<file path="config.mk">
export PLATFORM = sky130hd
export DESIGN_NAME = stun_packet_validator_flat
export DESIGN_NICKNAME = d
export VERILOG_FILES = /design/src/sv/spv_pkg.sv /design/src/sv/spv_if.sv /design/src/sv/spv_walker.sv /design/src/sv/stun_packet_validator.sv /design/src/flat_wrapper.sv
export SDC_FILE = /design/constraint.sdc
export NUM_CORES = 1
export LEC_CHECK = 0
export BUFFER_PORTS_ARGS = -buffer_cell sky130_fd_sc_hd__buf_2
export CORE_ASPECT_RATIO = 0.8
export CORE_MARGIN = 5
export CORE_UTILIZATION = 55
export DETAILED_ROUTE_END_ITERATION = 12
export PLACE_DENSITY = 0.83
export SLEW_MARGIN = 25
export SYNTH_ARGS = -nofsm -noshare
export SYNTH_HDL_FRONTEND = slang
export SYNTH_HIERARCHICAL = 1
export SYNTH_SLANG_ARGS = --single-unit
</file>
<file path="constraint.sdc">
create_clock -name clk -period 7.3 [get_ports clk]
set_input_delay 0.73 -clock clk [delete_from_list [all_inputs] [get_ports clk]]
set_output_delay 0.73 -clock clk [all_outputs]
set_load 0.05 [all_outputs]
</file>
<file path="src/sv/spv_pkg.sv">
// Shared types and constants for the STUN packet validator.
package spv_pkg;

    localparam int unsigned COUNT_W = 17;
    localparam int unsigned LEN_W = 16;
    localparam logic [COUNT_W-1:0] HDR_BYTES = 17'd20;
    localparam logic [COUNT_W-1:0] COUNT_MAX = 17'h1FFFF;
    localparam logic [31:0] MAGIC_COOKIE = 32'h2112A442;
    localparam logic [COUNT_W-1:0] IDX_LEN_HI = 17'd2;
    localparam logic [COUNT_W-1:0] IDX_LEN_LO = 17'd3;
    localparam logic [COUNT_W-1:0] IDX_COOKIE_FIRST = 17'd4;
    localparam logic [COUNT_W-1:0] IDX_COOKIE_END = 17'd8;
    localparam logic [COUNT_W-1:0] ATTR_HDR_BYTES = 17'd4;

    typedef enum logic [2:0] {
        REASON_OK = 3'd0,
        REASON_SHORT = 3'd1,
        REASON_BAD_COOKIE = 3'd2,
        REASON_LEN_OVERRUN = 3'd3,
        REASON_ATTR_TRUNC = 3'd4,
        REASON_ATTR_OVERRUN = 3'd5
    } reason_t;

    typedef enum logic [1:0] {
        HPOS_TYPE_HI = 2'd0,
        HPOS_TYPE_LO = 2'd1,
        HPOS_LEN_HI = 2'd2,
        HPOS_LEN_LO = 2'd3
    } hdr_pos_t;

    typedef struct packed {
        logic step;
        logic load;
        logic clear;
    } walk_ctrl_t;

endpackage

</file>
<file path="src/sv/spv_if.sv">
// Channel interfaces: payload bytes in, verdicts out.
interface spv_byte_if;
    logic valid;
    logic ready;
    logic [7:0] data_byte;
    logic last_byte;

    modport source (output valid, output data_byte, output last_byte, input ready);
    modport sink (input valid, input data_byte, input last_byte, output ready);
endinterface

interface spv_verdict_if;
    logic valid;
    logic ready;
    logic is_stun;
    spv_pkg::reason_t reason;

    modport source (output valid, output is_stun, output reason, input ready);
    modport sink (input valid, input is_stun, input reason, output ready);
endinterface

</file>
<file path="src/sv/spv_walker.sv">
// Attribute header walk over the advertised message length.
module spv_walker (
    input  logic                            clk,
    input  logic                            rst_n,
    input  spv_pkg::walk_ctrl_t             ctrl,
    input  logic [7:0]                      data_byte,
    input  logic [spv_pkg::LEN_W-1:0]       load_len,
    output spv_pkg::reason_t                walk_error
);

    logic [spv_pkg::COUNT_W-1:0] remaining_reg, remaining_next;
    spv_pkg::hdr_pos_t           pos_reg, pos_next;
    logic [spv_pkg::LEN_W-1:0]   acc_reg, acc_next;
    logic [spv_pkg::COUNT_W-1:0] body_left_reg, body_left_next;
    spv_pkg::reason_t            error_reg, error_next;
    logic [spv_pkg::COUNT_W-1:0] remaining_dec;

    always_comb
    begin
        remaining_next = remaining_reg;
        pos_next = pos_reg;
        acc_next = acc_reg;
        body_left_next = body_left_reg;
        error_next = error_reg;
        remaining_dec = remaining_reg - 17'd1;

        if (ctrl.load)
        begin
            remaining_next = {1'b0, load_len};
        end
        else if (ctrl.step && error_reg == spv_pkg::REASON_OK && remaining_reg != '0)
        begin
            if (body_left_reg != '0)
            begin
                body_left_next = body_left_reg - 17'd1;
                remaining_next = remaining_dec;
            end
            else if (pos_reg == spv_pkg::HPOS_TYPE_HI
                     && remaining_reg < spv_pkg::ATTR_HDR_BYTES)
            begin
                error_next = spv_pkg::REASON_ATTR_TRUNC;
            end
            else
            begin
                if (pos_reg == spv_pkg::HPOS_LEN_HI)
                begin
                    acc_next = {data_byte, 8'h00};
                end
                else if (pos_reg == spv_pkg::HPOS_LEN_LO)
                begin
                    acc_next = {acc_reg[15:8], data_byte};
                end
                remaining_next = remaining_dec;
                if (pos_reg == spv_pkg::HPOS_LEN_LO)
                begin
                    pos_next = spv_pkg::HPOS_TYPE_HI;
                    if ({1'b0, acc_next} > remaining_dec)
                    begin
                        error_next = spv_pkg::REASON_ATTR_OVERRUN;
                    end
                    else
                    begin
                        body_left_next = {1'b0, acc_next};
                    end
                end
                else
                begin
                    pos_next = spv_pkg::hdr_pos_t'(pos_reg + 2'd1);
                end
            end
        end
    end

    assign walk_error = error_next;

    always_ff @(posedge clk or negedge rst_n)
    begin
        if (!rst_n)
        begin
            remaining_reg <= '0;
            pos_reg <= spv_pkg::HPOS_TYPE_HI;
            acc_reg <= '0;
            body_left_reg <= '0;
            error_reg <= spv_pkg::REASON_OK;
        end
        else if (ctrl.clear)
        begin
            remaining_reg <= '0;
            pos_reg <= spv_pkg::HPOS_TYPE_HI;
            acc_reg <= '0;
            body_left_reg <= '0;
            error_reg <= spv_pkg::REASON_OK;
        end
        else
        begin
            remaining_reg <= remaining_next;
            pos_reg <= pos_next;
            acc_reg <= acc_next;
            body_left_reg <= body_left_next;
            error_reg <= error_next;
        end
    end

endmodule

</file>
<file path="src/sv/stun_packet_validator.sv">
// Top level of the STUN packet validator: header checks and verdict register.
//
// The byte_in channel carries one UDP payload byte per item, in packet order,
// with last_byte marking the final byte of a packet. The verdict_out channel
// carries one item per packet: is_stun and a reason code (ok, short, bad
// cookie, length overrun, attribute truncated, attribute overrun).
// A new byte may be accepted every cycle while byte_in.ready is high.
// The verdict appears on verdict_out in the cycle after the last byte is
// accepted, held in a single output register. Bytes that are not last
// produce no verdict.
// byte_in.ready is high while the output register is empty or being drained,
// so a receiver stall holds up every input byte, last or not, as soon as a
// verdict is waiting in the output register.
// Reset clears the byte count, header fields, the attribute walk and the
// output valid; the next byte after reset or after any last byte starts a
// new packet. The byte count saturates on very long packets.
module stun_packet_validator (
    input  logic                  clk,
    input  logic                  rst_n,
    spv_byte_if.sink              byte_in,
    spv_verdict_if.source         verdict_out
);

    logic [spv_pkg::COUNT_W-1:0] bytes_seen_reg, bytes_seen_next;
    logic [spv_pkg::LEN_W-1:0]   msg_len_reg, msg_len_next;
    logic [31:0]                 cookie_reg, cookie_next;
    logic                        out_valid_reg;
    logic                        is_stun_reg;
    spv_pkg::reason_t            reason_reg, reason_next;
    logic                        accept;
    spv_pkg::walk_ctrl_t         walk_ctrl;
    spv_pkg::reason_t            walk_error;

    assign byte_in.ready = !out_valid_reg || verdict_out.ready;
    assign accept = byte_in.valid && byte_in.ready;

    always_comb
    begin
        msg_len_next = msg_len_reg;
        cookie_next = cookie_reg;
        walk_ctrl = '0;
        if (bytes_seen_reg == spv_pkg::IDX_LEN_HI)
        begin
            msg_len_next = {byte_in.data_byte, 8'h00};
        end
        else if (bytes_seen_reg == spv_pkg::IDX_LEN_LO)
        begin
            msg_len_next = {msg_len_reg[15:8], byte_in.data_byte};
            walk_ctrl.load = accept;
        end
        else if (bytes_seen_reg >= spv_pkg::IDX_COOKIE_FIRST
                 && bytes_seen_reg < spv_pkg::IDX_COOKIE_END)
        begin
            cookie_next = {cookie_reg[23:0], byte_in.data_byte};
        end
        else if (bytes_seen_reg >= spv_pkg::HDR_BYTES)
        begin
            walk_ctrl.step = accept;
        end
        walk_ctrl.clear = accept && byte_in.last_byte;

        bytes_seen_next = (bytes_seen_reg < spv_pkg::COUNT_MAX)
                          ? bytes_seen_reg + 17'd1 : bytes_seen_reg;

        if (bytes_seen_next < spv_pkg::HDR_BYTES)
        begin
            reason_next = spv_pkg::REASON_SHORT;
        end
        else if (cookie_next != spv_pkg::MAGIC_COOKIE)
        begin
            reason_next = spv_pkg::REASON_BAD_COOKIE;
        end
        else if ({1'b0, msg_len_next} > bytes_seen_next - spv_pkg::HDR_BYTES)
        begin
            reason_next = spv_pkg::REASON_LEN_OVERRUN;
        end
        else
        begin
            reason_next = walk_error;
        end
    end

    spv_walker u_walker (
        .clk        (clk),
        .rst_n      (rst_n),
        .ctrl       (walk_ctrl),
        .data_byte  (byte_in.data_byte),
        .load_len   (msg_len_next),
        .walk_error (walk_error)
    );

    always_ff @(posedge clk or negedge rst_n)
    begin
        if (!rst_n)
        begin
            bytes_seen_reg <= '0;
            msg_len_reg <= '0;
            cookie_reg <= '0;
        end
        else if (accept)
        begin
            if (byte_in.last_byte)
            begin
                bytes_seen_reg <= '0;
                msg_len_reg <= '0;
                cookie_reg <= '0;
            end
            else
            begin
                bytes_seen_reg <= bytes_seen_next;
                msg_len_reg <= msg_len_next;
                cookie_reg <= cookie_next;
            end
        end
    end

    always_ff @(posedge clk or negedge rst_n)
    begin
        if (!rst_n)
        begin
            out_valid_reg <= 1'b0;
        end
        else if (accept && byte_in.last_byte)
        begin
            out_valid_reg <= 1'b1;
        end
        else if (verdict_out.ready)
        begin
            out_valid_reg <= 1'b0;
        end
    end

    always_ff @(posedge clk)
    begin
        if (accept && byte_in.last_byte)
        begin
            is_stun_reg <= (reason_next == spv_pkg::REASON_OK);
            reason_reg <= reason_next;
        end
    end

    assign verdict_out.valid = out_valid_reg;
    assign verdict_out.is_stun = is_stun_reg;
    assign verdict_out.reason = reason_reg;

endmodule
</file>
<file path="src/flat_wrapper.sv">
// flat-port wrapper written by rule: the top's interface ports become plain ports
module stun_packet_validator_flat 
  (clk, rst_n, byte_in_valid, byte_in_data_byte, byte_in_last_byte, byte_in_ready, verdict_out_valid, verdict_out_is_stun, verdict_out_reason, verdict_out_ready);
  spv_byte_if byte_in_i ();
  spv_verdict_if verdict_out_i ();
  input  logic clk;
  input  logic rst_n;
  input wire logic [$bits(byte_in_i.valid)-1:0] byte_in_valid;
  input wire logic [$bits(byte_in_i.data_byte)-1:0] byte_in_data_byte;
  input wire logic [$bits(byte_in_i.last_byte)-1:0] byte_in_last_byte;
  output wire logic [$bits(byte_in_i.ready)-1:0] byte_in_ready;
  output wire logic [$bits(verdict_out_i.valid)-1:0] verdict_out_valid;
  output wire logic [$bits(verdict_out_i.is_stun)-1:0] verdict_out_is_stun;
  output wire logic [$bits(verdict_out_i.reason)-1:0] verdict_out_reason;
  input wire logic [$bits(verdict_out_i.ready)-1:0] verdict_out_ready;
  assign byte_in_i.valid = byte_in_valid;
  assign byte_in_i.data_byte = byte_in_data_byte;
  assign byte_in_i.last_byte = byte_in_last_byte;
  assign byte_in_ready = byte_in_i.ready;
  assign verdict_out_valid = verdict_out_i.valid;
  assign verdict_out_is_stun = verdict_out_i.is_stun;
  assign verdict_out_reason = verdict_out_i.reason;
  assign verdict_out_i.ready = verdict_out_ready;
  stun_packet_validator u_core (.clk(clk), .rst_n(rst_n), .byte_in(byte_in_i), .verdict_out(verdict_out_i));
endmodule
</file>
==> results.sh <==
export IMPL_status="complete, no violations"
export IMPL_syn2layout_area_growth_pct=8.84
export IMPL_drv_cap=0
export IMPL_path_cells="nand4_1 > nor4_4 > a21bo_2 > xor2_1 > ha_1 > o211a_2 > nand4_1 > xor2_1 > ha_1 > nand2_1 > nor2_1 > a31oi_1 > o21ai_0 > a21oi_1 > nand2b_1 > o31a_1 > and4bb_1"
export IMPL_cts_sinks=125
export IMPL_comb_power_share_pct=24.2
export IMPL_cts_buffers=17
export IMPL_cp_data_required_time_ns=7.47
export IMPL_finalSetupTns_ns=0
export IMPL_dr_first_iter_drc_count=849
export IMPL_p_leak_nw=4.17
export IMPL_fillers=1181
export IMPL_intPower_mw=1.40
export IMPL_ios=19
export IMPL_r2r_cells=17
export IMPL_drive_above_1_share_pct=11.0
export IMPL_synthesis_area_sq_um=8190
export IMPL_grt_first_pass_wirelength_mm=34.0
export IMPL_tritoncts="yes"
export IMPL_rr_startpoint="u_core/bytes_seen_reg[2]"
export IMPL_nNetsFinal=957
export IMPL_period_needed_ns=4.75
export IMPL_p_seq_share_pct=37.2
export IMPL_drcViolationCount=0
export IMPL_syn_avg_cell_area_sq_um=9.00
export IMPL_vias=7064
export IMPL_worst_setup_path_start_kind="flop"
export IMPL_r2r_end="u_core/verdict_out.reason[2]"
export IMPL_p_per_area_nw_per_um2=230
export IMPL_endpoint_kind="flop"
export IMPL_ys_seq_area_share_pct=38.4
export IMPL_ant_nets=0
export IMPL_dr_pass1_iters=9
export IMPL_peakVddDrop_mv=0.179
export IMPL_core_sq_um=14400
export IMPL_p_sw_share_pct=31.7
export IMPL_finalSetupViolations=0
export IMPL_synth_edf_count=4
export IMPL_layout_commonest_cell="dfrtp_1"
export IMPL_track_usage_pct=24.1
export IMPL_grt_max_degree=73
export IMPL_wl_per_cell_microns=18.9
export IMPL_final_cell_mix="dfrtp_1 (121), nand2_1 (111), nor2_1 (83)"
export IMPL_die_area_sq_um=17500
export IMPL_yosys_cell_types_count=87
export IMPL_antenna_cells=0
export IMPL_start_util_pct=56.7
export IMPL_portBuffers=18
export IMPL_hold_viol_final=0
export IMPL_layout_setup_ws_ns=2.55
export IMPL_grt_setup_unrepaired="false"
export IMPL_grt_pass1_vias=6508
export IMPL_p_switching_mw=0.649
export IMPL_place_ws_ns=2.81
export IMPL_async_flop_share_pct=96.8
export IMPL_syn_inst=910
export IMPL_fmax_mhz=210
export IMPL_clock_root_buffer="clkbuf_16"
export IMPL_largest_register_ff_count=32
export IMPL_dominantRegCellSynth="dfrtp_1"
export IMPL_post_route_period_util_pct=65.1
export IMPL_ys_warn_count=6
export IMPL_cts_setup_buffers=0
export IMPL_cts_hold_buf=0
export IMPL_crit_fanout=16
export IMPL_cts_max_level=4
export IMPL_r2r_slack_ns=2.55
export IMPL_multi_input_area_sq_um=4710
export IMPL_path_clk_slew_ns=0.06
export IMPL_clkPwrFrac_pct=38.6
export IMPL_fp_dieW_microns=146
export IMPL_clock_latency_ns=0.42
export IMPL_synth_top_area_share_pct=37.0
export IMPL_synth_area_top_cells="dfrtp_1 (37%), ha_1 (6.3%), a22o_1 (5.9%)"
export IMPL_post_cts_resized=0
export IMPL_hold_class="in2async"
export IMPL_ys_ff_latch=125
export IMPL_regArea_sq_um=3150
export IMPL_viasPerCell=6.43
export IMPL_tightest_slew_ns=1.05
export IMPL_synth_nets=964
export IMPL_clock_skew_ns=0.00617
export IMPL_dieHeight_microns=119
export IMPL_arrival_ns=4.93
export IMPL_hpwl_mm=14.3
export IMPL_num_rows=39
export IMPL_clk_path_buf_depth=2
export IMPL_grt_ovfl_total=0
export IMPL_slew_violations=0
export IMPL_critPathSlowestCell="dfrtp_1"
export IMPL_slew_limit_headroom_pct=28.2
export IMPL_worstSetupPathType="reg2reg"
export IMPL_antenna_found_initial=0
export IMPL_max_stage_delay_ns=0.64
export IMPL_routabilityCongestion=0.981
export IMPL_wl_mm=20.8
export IMPL_synth_largest_area_cell="dfrtp_1"
==> cell type report <==
type / instances / share of cell area, %
Clock buffer: 24 / 5.40
Clock inverter: 7 / 0.730
Inverter: 36 / 1.52
Multi-Input combinational cell: 698 / 52.8
Sequential cell: 125 / 35.3
Tap cell: 184 / 2.58
Timing Repair Buffer: 25 / 1.67
==> routing by layer <==
| layer | track usage (%) | vias up | part of all wire (%) |
|---|---|---|---|
| li1 | - | 3300 | - |
| met4 | 7.87 | 0 | 2.0 |
| met1 | 35.4 | 3374 | 45 |
| met3 | 6.04 | 47 | 9.0 |
| met5 | 0 | - | 0 |
| met2 | 35.0 | 343 | 44 |
==> how the worst max path moves through the flow <==
stage	startpoint	end	slack, ns	cells past startpoint
2_1_floorplan	u_core/bytes_seen_reg[13]	u_core/verdict_out.reason[1]	3.55	16
4_1_cts	u_core/bytes_seen_reg[2]	u_core/verdict_out.is_stun	2.71	17
5_1_grt	u_core/bytes_seen_reg[2]	u_core/verdict_out.reason[2]	2.26	17
3_3_place_gp	u_core/u_walker/remaining_reg[5]	u_core/u_walker/body_left_reg[9]	2.81	14
6_report	u_core/bytes_seen_reg[2]	u_core/verdict_out.reason[2]	2.55	17
3_5_place_dp	u_core/bytes_seen_reg[2]	u_core/verdict_out.reason[2]	2.81	16
==> worst max-delay path: cells and delay by family (launching register included) <==
family	cells	cell delay, ns
adder cells (fa/ha/maj)	2	0.59
flip-flops	1	0.64
AO/OA/AOI/OAI	6	1.44
XOR/XNOR	2	0.44
AND/OR/NAND/NOR	7	1.39
==> power by group through the flow <==
stage                     combinational, mW  sequential, mW  clock (mW)
final                                 0.496           0.761       0.791
after global routing                  0.540           0.765       0.837
after CTS                             0.487           0.760       0.799
after detailed placement              0.477           0.771           0
after global placement                0.460           0.770           0
after floorplan                       0.370           0.761           0
==> synthesized netlist by cell type (all sizes together), types with 9 or more instances <==
master / n
inv: 36
xnor2: 27
mux2i: 20
and2: 9
nor2: 86
a22o: 55
o21ai: 51
clkbuf: 35
nand4: 16
xor2: 20
a21oi: 49
buf: 16
dfrtp: 121
nor4b: 11
nor4: 16
ha: 41
o21a: 13
nor3: 28
nand3: 26
nand2: 112
==> through the flow <==
stage | util, % | total power [mW] | cells | area (sq um) | hold slack (ns)
after floorplan | - | 1.13 | 910 | 8190 | 0.434
after global placement | 57.9 | 1.23 | 1068 | 8360 | 0.465
after detailed placement | 57.9 | 1.25 | 1068 | 8370 | 0.477
after CTS | 61.7 | 2.05 | 1099 | 8910 | 0.489
after global routing | 61.7 | 2.14 | 1099 | 8920 | 0.395
final | 61.7 | 2.05 | 1099 | 8920 | 0.332
==> kinds of logic after synthesis <==
| group | count (synthesis) | share of synthesized area (%) |
|---|---|---|
| and+or+nand+nor | 357 | 23.0 |
| AOI/OAI and AO/OA | 226 | 19.3 |
| muxes | 27 | 3.41 |
| buffers and inverters | 87 | 4.38 |
| xor gates and xnor gates | 47 | 5.21 |
| adders and majority gates | 41 | 6.26 |
| DFF | 125 | 38.4 |
Power figures use the tool's default switching activity.
